$ cat src/hw/rtl/modbus_rtu_read_master_defines.svh
// assertion macros used by the top-level rtl file
`ifndef MODBUS_RTU_READ_MASTER_DEFINES_SVH
`define MODBUS_RTU_READ_MASTER_DEFINES_SVH

// same-cycle implication, checked outside reset
`define MBRM_ASSERT_IMPL(label, clk, rstn, ante, cons) \
    label: assert property (@(posedge clk) disable iff (!rstn) (ante) |-> (cons)) \
        else $error("assertion failed");

// next-cycle implication, checked outside reset
`define MBRM_ASSERT_NEXT(label, clk, rstn, ante, cons) \
    label: assert property (@(posedge clk) disable iff (!rstn) (ante) |=> (cons)) \
        else $error("assertion failed");

`endif

$ cat src/hw/rtl/mbrm_pkg.sv
// shared constants and codes of the modbus rtu read master
package mbrm_pkg;
    localparam int OP_W   = 3;
    localparam int DATA_W = 120;

    localparam logic [OP_W-1:0] OP_RX      = 3'd0;
    localparam logic [OP_W-1:0] OP_PARSE   = 3'd1;
    localparam logic [OP_W-1:0] OP_TIMEOUT = 3'd2;
    localparam logic [OP_W-1:0] OP_SEND    = 3'd3;
    localparam logic [OP_W-1:0] OP_CLEAR   = 3'd4;

    localparam logic KIND_STATUS = 1'b0;
    localparam logic KIND_TX     = 1'b1;

    localparam logic [1:0] REG_SLAVE_ID  = 2'd0;
    localparam logic [1:0] REG_USE_INPUT = 2'd1;
    localparam logic [1:0] REG_START     = 2'd2;

    localparam logic [7:0]  FN_HOLDING  = 8'h03;
    localparam logic [7:0]  FN_INPUT    = 8'h04;
    localparam logic [7:0]  EXC_FLAG    = 8'h80;
    localparam logic [7:0]  BYTE_COUNT  = 8'h04;
    localparam logic [7:0]  MAX_SLAVE   = 8'd247;
    localparam logic [15:0] MAX_START   = 16'd65533;
    localparam logic [15:0] REG_COUNT   = 16'd2;
    localparam logic [15:0] CRC_INIT    = 16'hFFFF;
    localparam logic [15:0] CRC_POLY    = 16'hA001;
endpackage

$ cat src/hw/rtl/mbrm_ram.sv
// generic single-port-write ram with registered read
module mbrm_ram #(
    parameter int WIDTH = 8,
    parameter int DEPTH = 32
) (
    input  logic                     clk,
    input  logic                     we,
    input  logic [$clog2(DEPTH)-1:0] waddr,
    input  logic [WIDTH-1:0]         wdata,
    input  logic [$clog2(DEPTH)-1:0] raddr,
    output logic [WIDTH-1:0]         rdata
);
    logic [WIDTH-1:0] mem [DEPTH];

    always_ff @(posedge clk) begin
        if (we) begin
            mem[waddr] <= wdata;
        end
        rdata <= mem[raddr];
    end
endmodule

$ cat src/hw/rtl/mbrm_crc.sv
// crc-16/modbus accumulator, one byte per cycle while en is high
module mbrm_crc
    import mbrm_pkg::*;
(
    input  logic        aclk,
    input  logic        init,
    input  logic        en,
    input  logic [7:0]  din,
    output logic [15:0] crc
);
    logic [15:0] crc_reg;
    logic [15:0] crc_next;

    always_comb begin
        crc_next = crc_reg ^ {8'h00, din};
        for (int b = 0; b < 8; b++) begin
            if (crc_next[0]) begin
                crc_next = (crc_next >> 1) ^ CRC_POLY;
            end else begin
                crc_next = crc_next >> 1;
            end
        end
    end

    always_ff @(posedge aclk) begin
        if (init) begin
            crc_reg <= CRC_INIT;
        end else if (en) begin
            crc_reg <= crc_next;
        end
    end

    assign crc = crc_reg;
endmodule

$ cat src/hw/rtl/modbus_rtu_read_master.sv
// top level of the modbus rtu read master: sequencer, rx buffer and output register
//
// usage
//   s_ channel: one item per operation; s_tuser[2:0] is the operation (received
//   byte, end of chunk parse, empty read timeout, send request, clear counters),
//   s_tdata[7:0] the received byte. s_tready is high only while idle.
//   m_ channel: status items (tuser 0) for parse and timeout, eight transmit
//   items (tuser 1) for a send request; tlast marks the last item of an operation.
//   cfg_ channel: register writes (slave id, function select, start register),
//   taken while idle.
// sequencing
//   received byte and clear counters complete in the idle state. timeout: the
//   status item is loaded in state LOAD and then held in state STAT.
//   parse: the sequencer reads the rx buffer one byte at a time, a read state
//   then an evaluate state per byte, through one ram read port and one shared
//   crc unit; a resync scan steps check, read and evaluate states per byte.
//   send request: a load state then a wait state per transmit item.
// reset clears counters and fill count; config goes to slave id 1, fn 03, start 0.
// when the receiver stalls the item holds in the output register and no
// new input item is taken until it is delivered.
module modbus_rtu_read_master
    import mbrm_pkg::*;
#(
    parameter int RX_BUFFER_DEPTH = 32
) (
    input  logic              aclk,
    input  logic              aresetn,
    // input item channel
    input  logic              s_tvalid,
    output logic              s_tready,
    input  logic [7:0]        s_tdata,   // rx_byte
    input  logic [OP_W-1:0]   s_tuser,   // operation
    // result item channel
    output logic              m_tvalid,
    input  logic              m_tready,
    // tx_byte, angle_valid, angle_x, angle_y, exception_code, good_frames,
    // bad_frames, crc_error_event, timeout_event, frame_ok_event, zero pad
    output logic [DATA_W-1:0] m_tdata,
    output logic              m_tuser,   // result_kind
    output logic              m_tlast,   // last_item
    // configuration write channel
    input  logic              cfg_valid,
    output logic              cfg_ready,
    input  logic [1:0]        cfg_index,
    input  logic [15:0]       cfg_data
);
    localparam int AW = $clog2(RX_BUFFER_DEPTH);
    localparam int CW = $clog2(RX_BUFFER_DEPTH + 1);

    typedef enum logic [3:0] {
        S_IDLE, S_PCHK, S_PRD, S_PEV, S_RCHK, S_RRD, S_REV,
        S_LOAD, S_STAT, S_TX, S_TXW
    } state_t;

    state_t          state_reg;
    logic [CW-1:0]   count_reg;
    logic [AW-1:0]   head_reg;
    logic [CW-1:0]   idx_reg;
    logic [7:0]      slave_id_reg;
    logic            use_input_reg;
    logic [15:0]     start_reg;
    logic [7:0]      last_exc_reg;
    logic [31:0]     ok_count_reg;
    logic [31:0]     bad_count_reg;
    logic            bad_noted_reg;
    logic            ev_crc_reg;
    logic            ev_to_reg;
    logic            ev_ok_reg;
    logic            valid_reg;
    logic            exc_reg;
    logic [7:0]      exc_code_reg;
    logic [7:0]      crc_lo_reg;
    logic [15:0]     ax_reg;
    logic [15:0]     ay_reg;
    logic            m_tvalid_reg;
    logic [DATA_W-1:0] m_tdata_reg;
    logic            m_tuser_reg;
    logic            m_tlast_reg;

    logic [7:0]      fn;
    logic [7:0]      rdata;
    logic [AW-1:0]   raddr;
    logic [AW-1:0]   waddr;
    logic            we;
    logic            in_acc;
    logic            byte_match;
    logic            buf_full;
    logic [CW-1:0]   body;
    logic [15:0]     crc;
    logic            crc_init;
    logic            crc_en;
    logic [7:0]      crc_din;
    logic [7:0]      tx_q;

    function automatic logic [AW-1:0] wrap_add(input logic [AW-1:0] base,
                                               input logic [CW-1:0] off);
        logic [AW:0] sum;
        sum = {1'b0, base} + (AW+1)'(off);
        if (sum >= (AW+1)'(RX_BUFFER_DEPTH)) begin
            sum = sum - (AW+1)'(RX_BUFFER_DEPTH);
        end
        return sum[AW-1:0];
    endfunction

    assign fn         = use_input_reg ? FN_INPUT : FN_HOLDING;
    assign s_tready   = (state_reg == S_IDLE);
    assign cfg_ready  = (state_reg == S_IDLE);
    assign in_acc     = s_tvalid && s_tready;
    assign byte_match = (s_tdata == slave_id_reg);
    assign buf_full   = (count_reg == CW'(RX_BUFFER_DEPTH));
    assign raddr      = wrap_add(head_reg, idx_reg);
    assign waddr      = buf_full ? head_reg : wrap_add(head_reg, count_reg);
    assign we         = in_acc && (s_tuser == OP_RX)
                        && (byte_match || ((count_reg != '0) && !buf_full));
    // crc body length: three bytes for an exception reply, seven for data
    assign body       = exc_reg ? CW'(3) : CW'(7);

    // request frame byte for the current transmit index
    always_comb begin
        unique case (idx_reg[2:0])
            3'd0:    tx_q = slave_id_reg;
            3'd1:    tx_q = fn;
            3'd2:    tx_q = start_reg[15:8];
            3'd3:    tx_q = start_reg[7:0];
            3'd4:    tx_q = REG_COUNT[15:8];
            3'd5:    tx_q = REG_COUNT[7:0];
            3'd6:    tx_q = crc[7:0];
            default: tx_q = crc[15:8];
        endcase
    end

    // shared crc unit feeds from the buffer walk or the request bytes
    assign crc_init = (state_reg == S_PCHK) || (in_acc && (s_tuser == OP_SEND));
    assign crc_en   = ((state_reg == S_PEV) && (idx_reg < body))
                      || ((state_reg == S_TX) && (idx_reg < CW'(6)));
    assign crc_din  = (state_reg == S_TX) ? tx_q : rdata;

    mbrm_ram #(
        .WIDTH(8),
        .DEPTH(RX_BUFFER_DEPTH)
    ) u_rx_buf (
        .clk  (aclk),
        .we   (we),
        .waddr(waddr),
        .wdata(s_tdata),
        .raddr(raddr),
        .rdata(rdata)
    );

    mbrm_crc u_crc (
        .aclk(aclk),
        .init(crc_init),
        .en  (crc_en),
        .din (crc_din),
        .crc (crc)
    );

    always_ff @(posedge aclk) begin
        if (!aresetn) begin
            state_reg     <= S_IDLE;
            count_reg     <= '0;
            head_reg      <= '0;
            slave_id_reg  <= 8'd1;
            use_input_reg <= 1'b0;
            start_reg     <= '0;
            last_exc_reg  <= '0;
            ok_count_reg  <= '0;
            bad_count_reg <= '0;
            bad_noted_reg <= 1'b0;
            exc_reg       <= 1'b0;
            m_tvalid_reg  <= 1'b0;
        end else begin
            unique case (state_reg)
                S_IDLE: begin
                    if (in_acc) begin
                        ev_crc_reg <= 1'b0;
                        ev_to_reg  <= 1'b0;
                        ev_ok_reg  <= 1'b0;
                        valid_reg  <= 1'b0;
                        idx_reg    <= '0;
                        priority case (s_tuser)
                            OP_RX: begin
                                if (buf_full) begin
                                    count_reg <= byte_match ? CW'(1) : '0;
                                end else if (we) begin
                                    count_reg <= count_reg + CW'(1);
                                end
                            end
                            OP_PARSE: begin
                                bad_noted_reg <= 1'b0;
                                state_reg     <= S_PCHK;
                            end
                            OP_TIMEOUT: begin
                                // a held partial frame is dropped as bad
                                bad_noted_reg <= (count_reg != '0);
                                if (count_reg != '0) begin
                                    bad_count_reg <= bad_count_reg + 32'd1;
                                    ev_to_reg     <= 1'b1;
                                end
                                count_reg <= '0;
                                state_reg <= S_LOAD;
                            end
                            OP_SEND: begin
                                count_reg    <= '0;
                                last_exc_reg <= '0;
                                state_reg    <= S_TX;
                            end
                            OP_CLEAR: begin
                                ok_count_reg  <= '0;
                                bad_count_reg <= '0;
                                count_reg     <= '0;
                                last_exc_reg  <= '0;
                            end
                            default: begin
                            end
                        endcase
                    end
                    if (cfg_valid) begin
                        // rejected values leave buffer and exception untouched
                        priority case (cfg_index)
                            REG_SLAVE_ID: begin
                                if (cfg_data[7:0] != 8'd0 && cfg_data[7:0] <= MAX_SLAVE) begin
                                    slave_id_reg <= cfg_data[7:0];
                                    count_reg    <= '0;
                                    last_exc_reg <= '0;
                                end
                            end
                            REG_USE_INPUT: begin
                                use_input_reg <= cfg_data[0];
                                count_reg     <= '0;
                                last_exc_reg  <= '0;
                            end
                            REG_START: begin
                                if (cfg_data <= MAX_START) begin
                                    start_reg    <= cfg_data;
                                    count_reg    <= '0;
                                    last_exc_reg <= '0;
                                end
                            end
                            default: begin
                            end
                        endcase
                    end
                end
                S_PCHK: begin
                    idx_reg   <= '0;
                    state_reg <= (count_reg < CW'(2)) ? S_LOAD : S_PRD;
                end
                S_PRD: begin
                    state_reg <= S_PEV;
                end
                S_PEV: begin
                    state_reg <= S_PRD;
                    idx_reg   <= idx_reg + CW'(1);
                    if (idx_reg == CW'(0)) begin
                        if (rdata != slave_id_reg) begin
                            idx_reg   <= CW'(1);
                            state_reg <= S_RCHK;
                        end
                    end else if (idx_reg == CW'(1)) begin
                        if (rdata == (fn | EXC_FLAG)) begin
                            exc_reg <= 1'b1;
                            if (count_reg < CW'(5)) begin
                                state_reg <= S_LOAD;
                            end
                        end else if (rdata != fn) begin
                            if (!bad_noted_reg) begin
                                bad_noted_reg <= 1'b1;
                                bad_count_reg <= bad_count_reg + 32'd1;
                                ev_to_reg     <= 1'b1;
                            end
                            idx_reg   <= CW'(1);
                            state_reg <= S_RCHK;
                        end else begin
                            exc_reg <= 1'b0;
                            if (count_reg < CW'(3)) begin
                                state_reg <= S_LOAD;
                            end
                        end
                    end else if (idx_reg == CW'(2) && !exc_reg) begin
                        if (rdata != BYTE_COUNT) begin
                            if (!bad_noted_reg) begin
                                bad_noted_reg <= 1'b1;
                                bad_count_reg <= bad_count_reg + 32'd1;
                                ev_to_reg     <= 1'b1;
                            end
                            idx_reg   <= CW'(1);
                            state_reg <= S_RCHK;
                        end else if (count_reg < CW'(9)) begin
                            state_reg <= S_LOAD;
                        end
                    end else if (idx_reg < body) begin
                        // byte two holds an exception code; bytes three to six carry the two registers
                        unique case (idx_reg[2:0])
                            3'd2:    exc_code_reg <= rdata;
                            3'd3:    ax_reg[15:8] <= rdata;
                            3'd4:    ax_reg[7:0]  <= rdata;
                            3'd5:    ay_reg[15:8] <= rdata;
                            3'd6:    ay_reg[7:0]  <= rdata;
                            default: begin
                            end
                        endcase
                    end else if (idx_reg == body) begin
                        crc_lo_reg <= rdata;
                    end else begin
                        if ({rdata, crc_lo_reg} != crc) begin
                            if (!bad_noted_reg) begin
                                bad_noted_reg <= 1'b1;
                                bad_count_reg <= bad_count_reg + 32'd1;
                                ev_crc_reg    <= 1'b1;
                            end
                            idx_reg   <= CW'(1);
                            state_reg <= S_RCHK;
                        end else begin
                            // good frame: drop it from the buffer front
                            head_reg  <= wrap_add(head_reg, idx_reg + CW'(1));
                            count_reg <= count_reg - (idx_reg + CW'(1));
                            ev_ok_reg <= 1'b1;
                            state_reg <= S_LOAD;
                            if (exc_reg) begin
                                last_exc_reg <= exc_code_reg;
                                if (!bad_noted_reg) begin
                                    bad_noted_reg <= 1'b1;
                                    bad_count_reg <= bad_count_reg + 32'd1;
                                end
                            end else begin
                                last_exc_reg <= '0;
                                ok_count_reg <= ok_count_reg + 32'd1;
                                valid_reg    <= 1'b1;
                            end
                        end
                    end
                end
                S_RCHK: begin
                    // scan for the next slave id byte past the front
                    if (idx_reg >= count_reg) begin
                        count_reg <= '0;
                        state_reg <= S_PCHK;
                    end else begin
                        state_reg <= S_RRD;
                    end
                end
                S_RRD: begin
                    state_reg <= S_REV;
                end
                S_REV: begin
                    if (rdata == slave_id_reg) begin
                        head_reg  <= wrap_add(head_reg, idx_reg);
                        count_reg <= count_reg - idx_reg;
                        state_reg <= S_PCHK;
                    end else begin
                        idx_reg   <= idx_reg + CW'(1);
                        state_reg <= S_RCHK;
                    end
                end
                S_LOAD: begin
                    m_tvalid_reg <= 1'b1;
                    m_tuser_reg  <= KIND_STATUS;
                    m_tlast_reg  <= 1'b1;
                    m_tdata_reg  <= {4'd0, ev_ok_reg, ev_to_reg, ev_crc_reg,
                                     bad_count_reg, ok_count_reg, last_exc_reg,
                                     valid_reg ? ay_reg : 16'd0,
                                     valid_reg ? ax_reg : 16'd0,
                                     valid_reg, 8'd0};
                    state_reg    <= S_STAT;
                end
                S_STAT: begin
                    if (m_tready) begin
                        m_tvalid_reg <= 1'b0;
                        state_reg    <= S_IDLE;
                    end
                end
                S_TX: begin
                    m_tvalid_reg <= 1'b1;
                    m_tuser_reg  <= KIND_TX;
                    m_tlast_reg  <= (idx_reg == CW'(7));
                    m_tdata_reg  <= {(DATA_W-8)'(0), tx_q};
                    state_reg    <= S_TXW;
                end
                S_TXW: begin
                    if (m_tready) begin
                        m_tvalid_reg <= 1'b0;
                        idx_reg      <= idx_reg + CW'(1);
                        state_reg    <= (idx_reg == CW'(7)) ? S_IDLE : S_TX;
                    end
                end
                default: begin
                    state_reg <= S_IDLE;
                end
            endcase
        end
    end

    assign m_tvalid = m_tvalid_reg;
    assign m_tdata  = m_tdata_reg;
    assign m_tuser  = m_tuser_reg;
    assign m_tlast  = m_tlast_reg;

`include "modbus_rtu_read_master_defines.svh"

    `MBRM_ASSERT_IMPL(a_no_overlap, aclk, aresetn, m_tvalid, !s_tready)
    `MBRM_ASSERT_IMPL(a_count_bound, aclk, aresetn, 1'b1, count_reg <= CW'(RX_BUFFER_DEPTH))
    `MBRM_ASSERT_IMPL(a_tx_clean, aclk, aresetn, m_tvalid && (m_tuser == KIND_TX),
                      m_tdata[DATA_W-1:8] == '0)
    `MBRM_ASSERT_NEXT(a_tx_end, aclk, aresetn, (state_reg == S_TXW) && m_tready && (idx_reg == CW'(7)), s_tready)
endmodule
$ cat config.mk
export PLATFORM = sky130hd
export DESIGN_NAME = modbus_rtu_read_master
export DESIGN_NICKNAME = d
export VERILOG_FILES = /design/src/hw/rtl/mbrm_pkg.sv /design/src/hw/rtl/mbrm_ram.sv /design/src/hw/rtl/mbrm_crc.sv /design/src/hw/rtl/modbus_rtu_read_master.sv
export VERILOG_INCLUDE_DIRS = /design/src /design/src/hw/rtl
export SDC_FILE = /design/constraint.sdc
export NUM_CORES = 1
export LEC_CHECK = 0
export ABC_AREA = 1
export BUFFER_PORTS_ARGS = -buffer_cell sky130_fd_sc_hd__buf_4
export CORE_MARGIN = 5
export CORE_UTILIZATION = 53
export CTS_CLUSTER_DIAMETER = 40
export DETAILED_ROUTE_END_ITERATION = 7
export GPL_TIMING_DRIVEN = 1
export HOLD_SLACK_MARGIN = 0.06
export PLACE_DENSITY = 0.73
export REMOVE_ABC_BUFFERS = 1
export SYNTH_ARGS = -nofsm -noshare
export SYNTH_HDL_FRONTEND = slang
export SYNTH_HIERARCHICAL = 1
export SYNTH_SLANG_ARGS = --single-unit
$ cat constraint.sdc
create_clock -name aclk -period 10.55 [get_ports aclk]
set_clock_uncertainty 0.2 [all_clocks]
set_input_delay 2.11 -clock aclk [delete_from_list [all_inputs] [get_ports aclk]]
set_output_delay 2.11 -clock aclk [all_outputs]
set_load 0.01 [all_outputs]
# Yosys cells after proc, flatten, opt, wreduce, memory -nomap -nowiden
# Memory sizes are Yosys's and may differ from the RTL's. A register that Yosys moved wholly into a read port is not among the register bits.
# Index checks and enable logic that the tools add are counted.
# word_totals
regBits	311
latchBits	0
ramBits	256
mem_bits_ro	0
inputBits	34
out_inout_bits	125
memories	1
# memory_table
memory	depth	word_bits	read_ports	rd_clocked_by_memory_dff	write_ports	line_no	rtl
u_rx_buf.mem	32	8	1	1	1	mbrm_ram.sv:13	logic [WIDTH-1:0] mem [DEPTH];
# op_classes
addsub	12
n_mul	0
n_div	0
magnitude_cmp	12
eq_ne	64
shift	0
muxes	176
n_bitwise	13
reduce_logical	55
# op_table
op	n
$mux 32	22
$pmux 120 s2	1
$pmux 32 s2	3
$mux 6	27
$mux 16	10
$mux 8	13
$add 32x1->32 const B	2
$pmux 8 s7	1
$mux 5	11
$reduce_and 7->1	7
$mux 1	48
$pmux 4 s11	1
$reduce_and 10->1	4
$mux 3	13
$mux 4	8
$pmux 6 s5	1
$ne 2x2->1 const B	14
$eq 8x8->1	3
$not 2->3	8
$pmux 6 s4	1
$pmux 8 s3	1
$add 5x6->6	3
$ge 6x6->1 const B	3
$pmux 1 s2	9
other kinds (65)	118

# Longest topological paths before layout
# depth
word_depth	20
ltp_mapped	25
mapped_depth_nobuf	25

# Cells and area by module
# Netlist, hierarchy kept.
# by_module_without_submodules
mod	instances	cells_per_inst	area_each_um2
modbus_rtu_read_master	1	1999	15860.2
mbrm_ram	1	922	10787.8
mbrm_crc	1	134	964.7

# Worst setup path before layout
# Ideal clock, no wire load.
# synth_path
path_type	input port to flip-flop
start	input aresetn
end	register m_tdata_reg[0] (netlist: m_tdata[0]) (enable)
setup_ps	596
t_arrival_ps	7620
setup_slack_ps	2133
path_stages	4
n_path_buf	2
path_cell_list	clkbuf_1 > inv_2 > clkbuf_1 > nor2_1
# synth_via
elab_chain_cells	1
# synth_rtl
element	line_no	rtl
start: declaration	modbus_rtu_read_master.sv:27	input logic aresetn,
$reduce_and 2->1 (no source line)	-	
end signal: assignment	modbus_rtu_read_master.sv:360	m_tdata_reg <= {4'd0, ev_ok_reg, ev_to_reg, ev_crc_reg,
end signal: assignment	modbus_rtu_read_master.sv:377	m_tdata_reg <= {(DATA_W-8)'(0), tx_q};
end: declaration	modbus_rtu_read_master.sv:76	logic [DATA_W-1:0] m_tdata_reg;
# No other way between the ends.
# A chain may end at the register's enable or synchronous reset.

# Final worst setup path
# layout_path
start	input s_tuser[1]
end	register ok_count_reg[1]
# layout_via
elab_chain_cells	3
# layout_rtl
element	line_no	rtl
start: declaration	modbus_rtu_read_master.sv:32	input logic [OP_W-1:0] s_tuser,
$eq 3x3->1	modbus_rtu_read_master.sv:181	priority case (s_tuser)
$ne 2x1->1 (no source line)	-	
$reduce_and 10->1 (no source line)	-	
end signal: assignment	modbus_rtu_read_master.sv:328	ok_count_reg <= ok_count_reg + 32'd1;
end: declaration	modbus_rtu_read_master.sv:63	logic [31:0] ok_count_reg;
# No other way between the ends.

==> impl_metrics.env <==
export IMPL_synth_seq_cells=571
export IMPL_timing_hold_worst_class="register to register"
export IMPL_met3WireLength_mm=4.64
export IMPL_netlist_top_cell_by_area="edfxtp_1"
export IMPL_number_of_buffers_inserted_during_clock_tree_synthesis=80
export IMPL_clock_latency_ns=0.61
export IMPL_count_of_flip_flops_with_a_built_in_enable_after_synthesis=432
export IMPL_finalInstanceArea_um2=31700
export IMPL_drt_first_pass_iters=5
export IMPL_routed_wl_mm=70.3
export IMPL_worstSetupEndpointType="register"
export IMPL_multi_input_logic_area_um2=9920
export IMPL_drc=0
export IMPL_cells_after_synth=3055
export IMPL_htreeDepth=3
export IMPL_top_signal_layer_used="met4"
export IMPL_io_buffers=154
export IMPL_drt_iter0_drc=2074
export IMPL_fp_dieArea_um2=56800
export IMPL_switching_share=0.267
export IMPL_critical_path_peak_fanout=33
export IMPL_run_status="finished clean"
export IMPL_yosys_top_cells_area="edfxtp_1, nand2_1, dfxtp_1"
export IMPL_number_of_clock_sinks_seen_by_cts=571
export IMPL_leakage_nw=12.3
export IMPL_grt_start_max_net_pins=92
export IMPL_rsz0062_at_grt="no"
export IMPL_globalRoute_totalOverflow=0
export IMPL_largest_reg_flops=256
export IMPL_post_placement_setup_slack_ns=4.85
export IMPL_post_route_worst_setup_slack_ns=5.41
export IMPL_grt_use_total=0.242
export IMPL_report_power_total_mw=5.89
export IMPL_antenna_left=0
export IMPL_worst_slew_margin_rel=0.149
export IMPL_critPathRequiredTime_ns=10.81
export IMPL_layout_min_cycle_time_ns=5.14
export IMPL_vdd_drop_max_uv=154
export IMPL_vias_per_cell=5.58
export IMPL_initial_core_util=0.536
export IMPL_setup_tns_ns=0
export IMPL_route_vias_total=21854
export IMPL_synth_compound_area_frac=0.0566
export IMPL_die_x_um=238
export IMPL_muxShareOfSynthArea=0
export IMPL_met2_wirelength_mm=34.1
export IMPL_post_synth_most_frequent_cells="nand2_1, edfxtp_1, nor2_1"
export IMPL_synth_most_common_cell="nand2_1"
export IMPL_syn_cell_area_um2=27600
export IMPL_insertedDiodeCount=0
export IMPL_grt_antenna_before_repair=0
export IMPL_max_cap_viol_count=0
export IMPL_final_net_count=3247
export IMPL_final_setup_viol_count=0
export IMPL_switchingPower_mw=1.57
export IMPL_cts_clk_slew_worst_paths_ns=0.05
export IMPL_grt_pass1_vias=20928
export IMPL_postSynth_topFlopCell="edfxtp_1"
export IMPL_area_growth_syn_to_layout_pct=14.8
export IMPL_synth_simple_gate_area_frac=0.257
export IMPL_number_of_buffers_on_the_longest_clock_path=3
export IMPL_synth_lib_cells_used_distinct=51
export IMPL_cts_root_buf="clkbuf_16"
export IMPL_worst_endpoint_arrival_ns=5.39
export IMPL_post_cts_resize_count=0
export IMPL_powerDensity_nw_per_um2=186
export IMPL_core_area_um2=51500
export IMPL_layout_area_seq_um2=15800
export IMPL_boundaryPins=159
export IMPL_wire_length_on_met1_mm=29.0
export IMPL_layout_drive_gt1_share=0.123
export IMPL_grt_first_pass_wirelength_mm=111
export IMPL_hold_violations=0
export IMPL_async_sr_flop_fraction=0
export IMPL_worstMarginPinSlew_ns=1.27
export IMPL_cts_hold_repair_buffers=0
export IMPL_place_hpwl_mm=47.0
export IMPL_synth_top_family_by_area="simple AND/OR/NAND/NOR gates"
export IMPL_placedInstanceArea_um2=29000
export IMPL_crit_type="input pin to register"
export IMPL_drt_wirelength_per_cell_um=17.9
export IMPL_arithmetic_cell_share_of_the_synthesized_area_counting_full_adders_half_adders_and_majority_gates=0.0186
export IMPL_cts_tree="yes"
export IMPL_synth_top_area_share=0.470
export IMPL_layout_core_utilization=0.615
export IMPL_fillCellCount=4296
export IMPL_synth_seq_area_share=0.571
export IMPL_power_frac_seq=0.428
export IMPL_slew_violations=0
export IMPL_fin_crit_sh=0.487
export IMPL_postCtsSetupRepairBufs=0
export IMPL_syn_area_per_cell_um2=9.04
export IMPL_worst_setup_path_start_kind="input pin"
export IMPL_placementRows=83
export IMPL_gp_routability_congestion=0.920
export IMPL_p_comb_frac=0.112
export IMPL_highest_clock_frequency_the_design_can_meet_ghz=0.195
export IMPL_yosysWarnings=6
export IMPL_p_clk_frac=0.459
export IMPL_synth_xor_xnor_area_share=0.0256
export IMPL_power_internal_mw=4.32
export IMPL_die_y_um=238
routing by layer:
layer	vias up	track usage
met5	-	0
met4	0	0.0859
met3	177	0.0394
met2	908	0.405
met1	10296	0.322
li1	10473	-
critical path: stages:
cell and delay (ns):
buf_4 0.13, inv_2 0.05, nand2_1 0.10, nor2_4 0.54, nor2_1 0.21, nor3_4 1.01
nand3_2 0.77, o21ai_0 0.39, nor2_1 0.06
cell usage in the layout, fill, tap and decap left out, types with 12 or more instances in the layout:
cell / count
nand2_1: 799
edfxtp_1: 432
nor2_1: 341
nand3_1: 286
inv_1: 274
buf_4: 171
a21oi_1: 166
dfxtp_1: 139
nand4_1: 93
clkbuf_16: 83
o21ai_0: 79
xor2_1: 63
nor3_1: 48
ha_1: 33
inv_2: 25
nand2_2: 17
xnor2_1: 15
inv_6: 13
clkinv_2: 12
o22ai_1: 12
area by class of cell:
cell class | instances | share of cell area
multi-input combinational | 2048 | 0.313
clock buffer | 90 | 0.0667
inverter | 303 | 0.0361
clock inverter | 56 | 0.0199
timing repair buffer | 171 | 0.0405
tap | 680 | 0.0268
sequential | 571 | 0.497
power by group through the flow:
stage          logic [mW]  registers [mW]  clock network (mW)
6_report            0.663            2.52                2.71
5_1_grt             0.740            2.53                2.85
4_1_cts             0.653            2.52                2.75
3_5_place_dp        0.650            2.57                   0
3_3_place_gp        0.635            2.57                   0
2_1_floorplan       0.453            2.54                   0
stage by stage:
stage / hold WS [ns] / instances
2_1_floorplan: 0.223 / 2922
3_3_place_gp: 0.243 / 3773
3_5_place_dp: 0.242 / 3773
4_1_cts: 0.251 / 3919
5_1_grt: 0.283 / 3919
6_report: 0.248 / 3919
path summary, 6_finish.rpt:
kind                               startpoint               to  slack (ns)  depth (start not counted)
worst max-delay path               s_tuser[1]  ok_count_reg[1]        5.41                          9
worst min-delay path            start_reg[12]    start_reg[12]        0.25                          2
worst max register to register     idx_reg[0]     u_crc/crc[0]        5.78                         18
worst min register to register  start_reg[12]    start_reg[12]        0.25                          2
cells by family (layout without fill, tap and decap cells):
family / after synthesis / in the layout
other: 1 / 4
adders and majority gates: 38 / 38
and+or+nand+nor: 1634 / 1634
xor gates and xnor gates: 80 / 80
AOI/OAI and AO/OA: 292 / 292
buffers and inverters: 439 / 620
DFF: 571 / 571
Power figures use the tool's default switching activity.
